===== src/sv/bee_pkg.sv =====
// Package for the byte escape encoder: character codes, mode bits, run type and hex digit function.
// No dependencies.
`default_nettype none

package bee_pkg;

  typedef logic [7:0] char_t;
  typedef logic [3:0] mode_t;
  typedef logic [2:0] count_t;

  localparam int RunLen = 4;

  localparam char_t CHAR_BACKSLASH = 8'h5C;
  localparam char_t CHAR_SQUOTE    = 8'h27;
  localparam char_t CHAR_DQUOTE    = 8'h22;
  localparam char_t CHAR_SPACE     = 8'h20;
  localparam char_t CHAR_TILDE     = 8'd126;
  localparam char_t CHAR_X         = 8'h78;
  localparam char_t CHAR_DOT       = 8'h2E;
  localparam char_t CHAR_ZERO      = 8'h30;
  localparam char_t CHAR_LOWER_A   = 8'h61;

  localparam int MODE_BACKSLASH = 0;
  localparam int MODE_QUOTE     = 1;
  localparam int MODE_HEX       = 2;
  localparam int MODE_DOT       = 3;

  // Characters of one rendered byte, chars[0] goes out first.
  typedef struct packed {
    logic [RunLen-1:0][7:0] chars;
    count_t                 count;
  } run_t;

  function automatic char_t hex_digit(input logic [3:0] nib);
    if (nib < 4'd10) begin
      hex_digit = CHAR_ZERO + char_t'(nib);
    end else begin
      hex_digit = CHAR_LOWER_A + char_t'(nib - 4'd10);
    end
  endfunction

endpackage

`default_nettype wire


===== src/sv/bee_expand.sv =====
// Renders one byte into its run of one to four characters per the mode bits.
// Depends on bee_pkg.
`default_nettype none

module bee_expand import bee_pkg::*; (
  input  char_t in_byte,
  input  mode_t mode,
  output run_t  run
);

  logic non_printable;

  assign non_printable = !(in_byte inside {[CHAR_SPACE:CHAR_TILDE]});

  always_comb begin
    run.chars = '0;
    run.count = count_t'(1);
    if (in_byte == CHAR_BACKSLASH && mode[MODE_BACKSLASH]) begin
      run.chars[0] = CHAR_BACKSLASH;
      run.chars[1] = CHAR_BACKSLASH;
      run.count    = count_t'(2);
    end else if ((in_byte inside {CHAR_SQUOTE, CHAR_DQUOTE}) && mode[MODE_QUOTE]) begin
      run.chars[0] = CHAR_BACKSLASH;
      run.chars[1] = in_byte;
      run.count    = count_t'(2);
    end else if (non_printable && mode[MODE_HEX]) begin
      run.chars[0] = CHAR_BACKSLASH;
      run.chars[1] = CHAR_X;
      run.chars[2] = hex_digit(in_byte[7:4]);
      run.chars[3] = hex_digit(in_byte[3:0]);
      run.count    = count_t'(4);
    end else if (non_printable && mode[MODE_DOT]) begin
      run.chars[0] = CHAR_DOT;
    end else begin
      run.chars[0] = in_byte;
    end
  end

endmodule

`default_nettype wire


===== src/sv/bee_emit.sv =====
// Run buffer and result register: sends one character of the run per cycle.
// Depends on bee_pkg.
`default_nettype none

module bee_emit import bee_pkg::*; (
  input  logic  clk,
  input  logic  rst,
  input  logic  load_valid,
  input  run_t  run,
  input  logic  run_eos,
  output logic  load_ready,
  output logic  result_strobe,
  output char_t out_char,
  output logic  last_of_run,
  output logic  string_done
);

  logic [RunLen-1:0][7:0] chars;
  count_t                 remain;
  logic                   eos;
  logic                   load;

  // Free next cycle if empty or sending its last character now.
  assign load_ready = (remain == count_t'(0)) || (remain == count_t'(1));
  assign load       = load_valid && load_ready;

  always_ff @(posedge clk) begin
    if (rst) begin
      remain        <= '0;
      result_strobe <= 1'b0;
      last_of_run   <= 1'b0;
      string_done   <= 1'b0;
    end else begin
      result_strobe <= (remain != count_t'(0));
      last_of_run   <= (remain == count_t'(1));
      string_done   <= (remain == count_t'(1)) && eos;
      if (load) begin
        remain <= run.count;
      end else if (remain != count_t'(0)) begin
        remain <= remain - count_t'(1);
      end
    end
  end

  always_ff @(posedge clk) begin
    out_char <= chars[0];
    if (load) begin
      chars <= run.chars;
      eos   <= run_eos;
    end else begin
      chars <= {char_t'(0), chars[RunLen-1:1]};
    end
  end

endmodule

`default_nettype wire


===== src/sv/byte_escape_encoder.sv =====
// When the encoder is empty, an accepted request passes the request register and
// the run buffer before its first character reaches the result register. A byte
// renders as 1, 2 or 4 characters, one per cycle from the run buffer. A request
// waits in the request register while the previous run drains; busy then refuses
// start until it is loaded. Synchronous reset clears the mode register (all
// escapes off) and empties every stage; results cannot be stalled by the receiver.
`default_nettype none

module byte_escape_encoder import bee_pkg::*; (
  input  logic  clk,
  input  logic  rst,
  input  logic  start,
  output logic  busy,
  input  char_t in_byte,
  input  logic  end_of_string,
  input  logic  cfg_valid,
  output logic  cfg_ready,
  input  mode_t cfg_data,
  output logic  result_strobe,
  output char_t out_char,
  output logic  last_of_run,
  output logic  string_done
);

  mode_t mode;
  logic  req_valid;
  char_t req_byte;
  logic  req_eos;
  logic  load_ready;
  run_t  run;

  assign cfg_ready = 1'b1;
  assign busy      = req_valid && !load_ready;

  always_ff @(posedge clk) begin
    if (rst) begin
      mode <= '0;
    end else if (cfg_valid && cfg_ready) begin
      mode <= cfg_data;
    end
  end

  always_ff @(posedge clk) begin
    if (rst) begin
      req_valid <= 1'b0;
    end else if (start && !busy) begin
      req_valid <= 1'b1;
    end else if (load_ready) begin
      req_valid <= 1'b0;
    end
  end

  always_ff @(posedge clk) begin
    if (start && !busy) begin
      req_byte <= in_byte;
      req_eos  <= end_of_string;
    end
  end

  bee_expand u_expand (
    .in_byte (req_byte),
    .mode    (mode),
    .run     (run)
  );

  bee_emit u_emit (
    .clk           (clk),
    .rst           (rst),
    .load_valid    (req_valid),
    .run           (run),
    .run_eos       (req_eos),
    .load_ready    (load_ready),
    .result_strobe (result_strobe),
    .out_char      (out_char),
    .last_of_run   (last_of_run),
    .string_done   (string_done)
  );

endmodule

`default_nettype wire


===== config.mk =====
export PLATFORM = sky130hd
export DESIGN_NAME = byte_escape_encoder
export DESIGN_NICKNAME = d
export VERILOG_FILES = /design/src/sv/bee_pkg.sv /design/src/sv/bee_expand.sv /design/src/sv/bee_emit.sv /design/src/sv/byte_escape_encoder.sv
export SDC_FILE = /design/constraint.sdc
export NUM_CORES = 1
export LEC_CHECK = 0
export BUFFER_PORTS_ARGS = -buffer_cell sky130_fd_sc_hd__buf_2
export CORE_MARGIN = 2
export CORE_UTILIZATION = 51
export DETAILED_ROUTE_END_ITERATION = 10
export PLACE_DENSITY = 0.74
export SETUP_SLACK_MARGIN = 0.15
export SLEW_MARGIN = 40
export SYNTH_ARGS = -nofsm -noshare
export SYNTH_HDL_FRONTEND = slang
export SYNTH_SLANG_ARGS = --single-unit

===== constraint.sdc =====
create_clock -name clk -period 2 [get_ports clk]
set_input_delay 0.4 -clock clk [delete_from_list [all_inputs] [get_ports clk]]
set_output_delay 0.4 -clock clk [all_outputs]
set_load 0.005 [all_outputs]

==> impl_metrics.yaml <==
status:
  outcome: "finished, violations left"
  failed_checks: "setup timing"
timing:
  setup_slack_ns: -0.0767
  setup_viol: 17
  finClkSkew_ns: 0.00881
  grt_setup_unrepaired: "yes"
  fmax_ghz: 0.482
  hold_viol_final: 0
  fin_crit_ns: 2.08
  finalMaxSlewViolations: 0
  min_period_over_period_pct: 104
die:
  die-area_um2: 5360
  ios: 30
  core_um2: 4660
  start_util_pct: 52.4
  rows: 25
  chipHeight_um: 73.2
  fp.dieW_um: 73.2
critical_path:
  crit_type: "flip-flop to flip-flop"
  cp_top_family: "flip-flops"
  reg2regPathDepth: 7
  crit_path_max_incr_delay_ns: 0.48
  r2r_setup_slack_ns: -0.08
  crit_path_top_delay_cell: "edfxtp_1"
  crit_end: "u_emit.remain[0]"
  path_cells: "buf_6 > ha_4 > mux2_4 > and4_4 > nor3_4 > o21ai_2 > a221oi_2"
  endpoint_kind: "flip-flop"
  cp_max_fo: 5
  crit_required_ns: 2.24
  cp_num_buf_inv: 1
  reg2reg_from: "req_byte[1]"
  cp.arrival_ns: 2.32
  path_depth: 7
  startpoint_type: "flip-flop"
  cp-startpoint: "req_byte[1]"
  reg2reg_to: "u_emit.remain[0]"
layout:
  area_growth_pct: 29.3
  finalCoreUtilization_pct: 67.7
  fin_cells: 341
  drive_gt1_share_pct: 38.3
  design_area_um2: 3160
  diodes: 0
  fin_nets: 316
cts:
  cts_buffer_depth: 2
  clk_pin_slew_ns: 0.07
  numCtsBuffers: 9
  cts_root_buffer: "clkbuf_8"
  cts_tree: "done"
  clkLatencyLatePin_ns: 0.34
  clock_sinks: 60
  htreeDepth: 3
global_routing:
  antenna_found_initial: 0
  grt_pass1_vias: 1629
  grt_overflow: 0
  grt_pass1_wl_um: 7540
  grt_max_degree: 14
  grt_util_all_layers_pct: 19.5
placement:
  dp_cells: 314
  post_dp_cell_area_um2: 2750
  io_buffers: 28
  gp_congestion: 0.854
  place_hpwl_um: 3360
route:
  vias: 1794
  wl_met1_um: 2250
  dr.max_layer_used: "met4"
  wl_met3_um: 199
  wl_met2_um: 2420
  antenna_left: 0
  drt_iter0_drc: 132
  wl_um: 5010
  viasPerCell: 5.26
  wire_per_inst_um: 14.7
  drc: 0
  firstDrtPassIters: 4
yosys:
  synth.distinct_cells: 46
  netlist_area_um2: 2440
  yosys.area.top_type_share_pct: 41.0
  ys_warn_count: 0
  ys_top_cells_by_area: "dfxtp_1 (41%), edfxtp_1 (12%), ha_1 (8.7%), mux2i_1 (2.9%), nand2_1 (2.8%)"
  synth-main-ff-cell: "dfxtp_1"
  synth-seq-area-share_pct: 53.3
  synth_fp_nets: 257
  synth_seq_cells: 60
  synth_cells: 223
  synthArstFlopShare_pct: 0
  synth_edf_count: 10
  avgSynthCellArea_um2: 10.9
  yosys.area.top_type: "dfxtp_1"
run:
  cap_violations: 0
power_and_ir_drop:
  ir_worst_vdd_uv: 674
  leakagePower_uw: 0.00138
  p_per_area_nw_per_um2: 1170
hold_path:
  min_path_type: "primary input to flip-flop"
routing by layer:
metal / track usage (%) / vias up
met5: 0 / -
met4: 10.9 / 0
met3: 6.63 / 15
met2: 29.4 / 46
met1: 24.2 / 846
li1: - / 887
layout make-up:
type | count | area (um^2)
clock buffer | 9 | 124
timing repair buffer | 56 | 392
sequential | 60 | 1300
tap | 54 | 67.6
clock inverter | 7 | 72.6
fill | 346 | 1500
multi-input combinational | 140 | 1140
inverter | 15 | 56.3
cell families after synthesis:
family                     synth area share (%)
AOI/OAI and AO/OA                          14.5
xor gates and xnor gates                   3.23
adders and majority gates                  8.71
buffers and inverters                      4.31
DFF                                        53.3
muxes                                      3.49
other                                     0.308
and+or+nand+nor                            12.1
timing repair:
item / CTS / global route
hold buffers: 0 / 0
setup endpoints to repair: 26 / 30
pin swaps: 1 / 12
cloned: 0 / 1
gates resized for setup: 7 / 24
setup buffers: 6 / 4
cell usage after synthesis (2+ instances only):
cell type / instances
o21ai_2: 5
conb_1: 2
clkbuf_1: 4
a22o_1: 4
edfxtp_1: 10
dfxtp_1: 50
xnor2_1: 3
xor2_1: 6
nor2_1: 18
and2_1: 3
nand3b_1: 2
nor2b_1: 2
o21ai_0: 12
buf_6: 2
mux2i_1: 7
a21oi_1: 9
inv_1: 14
nand2b_1: 2
nand2_1: 18
nand4_1: 3
o21a_1: 2
a31oi_1: 2
o22a_1: 4
ha_1: 17
placed cells by master, fill, tap and decap left out, types with 3 or more instances in the layout:
cell type and n:
o21ai_0 6, nand2_1 18, inv_1 11, xor2_1 6
nor2_4 3, o21ai_2 7, clkbuf_8 9, inv_2 3
nor2_1 14, o21ai_1 4, buf_6 3, nand4_1 3
a21oi_2 4, a22o_1 4, ha_1 13, a21oi_1 5
buf_2 28, mux2i_1 7, dfxtp_1 49, o22a_1 4
buf_4 23, edfxtp_1 10, and2_1 3, xnor2_1 3
how the worst min path moves through the flow:
stage,cells past startpoint,from,endpoint
5_1_grt,1,in_byte[3],req_byte[3]
3_5_place_dp,0,u_emit.chars[0],u_emit.out_char[0]
6_report,1,in_byte[3],req_byte[3]
3_3_place_gp,0,u_emit.chars[6],u_emit.out_char[6]
4_1_cts,1,in_byte[3],req_byte[3]
2_1_floorplan,0,u_emit.chars[0],u_emit.out_char[0]
stage by stage:
stage          total power, uW  setup slack [ns]  setup TNS [ns]  hold WS, ns
6_report                  3690           -0.0767          -0.570        0.232
5_1_grt                   3900            -0.129           -1.79        0.211
4_1_cts                   3580            0.0388               0        0.222
3_5_place_dp              2470            0.0149               0        0.312
3_3_place_gp              2450            0.0730               0        0.310
2_1_floorplan             2150             0.149               0        0.310
sequential cells by signal, indices dropped and copies added, names as in the netlist, named ones only:
| register | count |
|---|---|
| u_emit.chars | 30 |
| u_emit.out_char | 8 |
| req_byte | 8 |
| u_emit.string_done | 1 |
| u_emit.result_strobe | 1 |
| req_eos | 1 |
| u_emit.remain | 3 |
| mode | 4 |
| u_emit.eos | 1 |
| u_emit.last_of_run | 1 |
| req_valid | 1 |
where the power goes:
group | switching, uW | internal (uW)
sequential | 89.8 | 1470
clock | 491 | 582
combinational | 551 | 513
total | 1130 | 2560
Power figures use the tool's default switching activity.
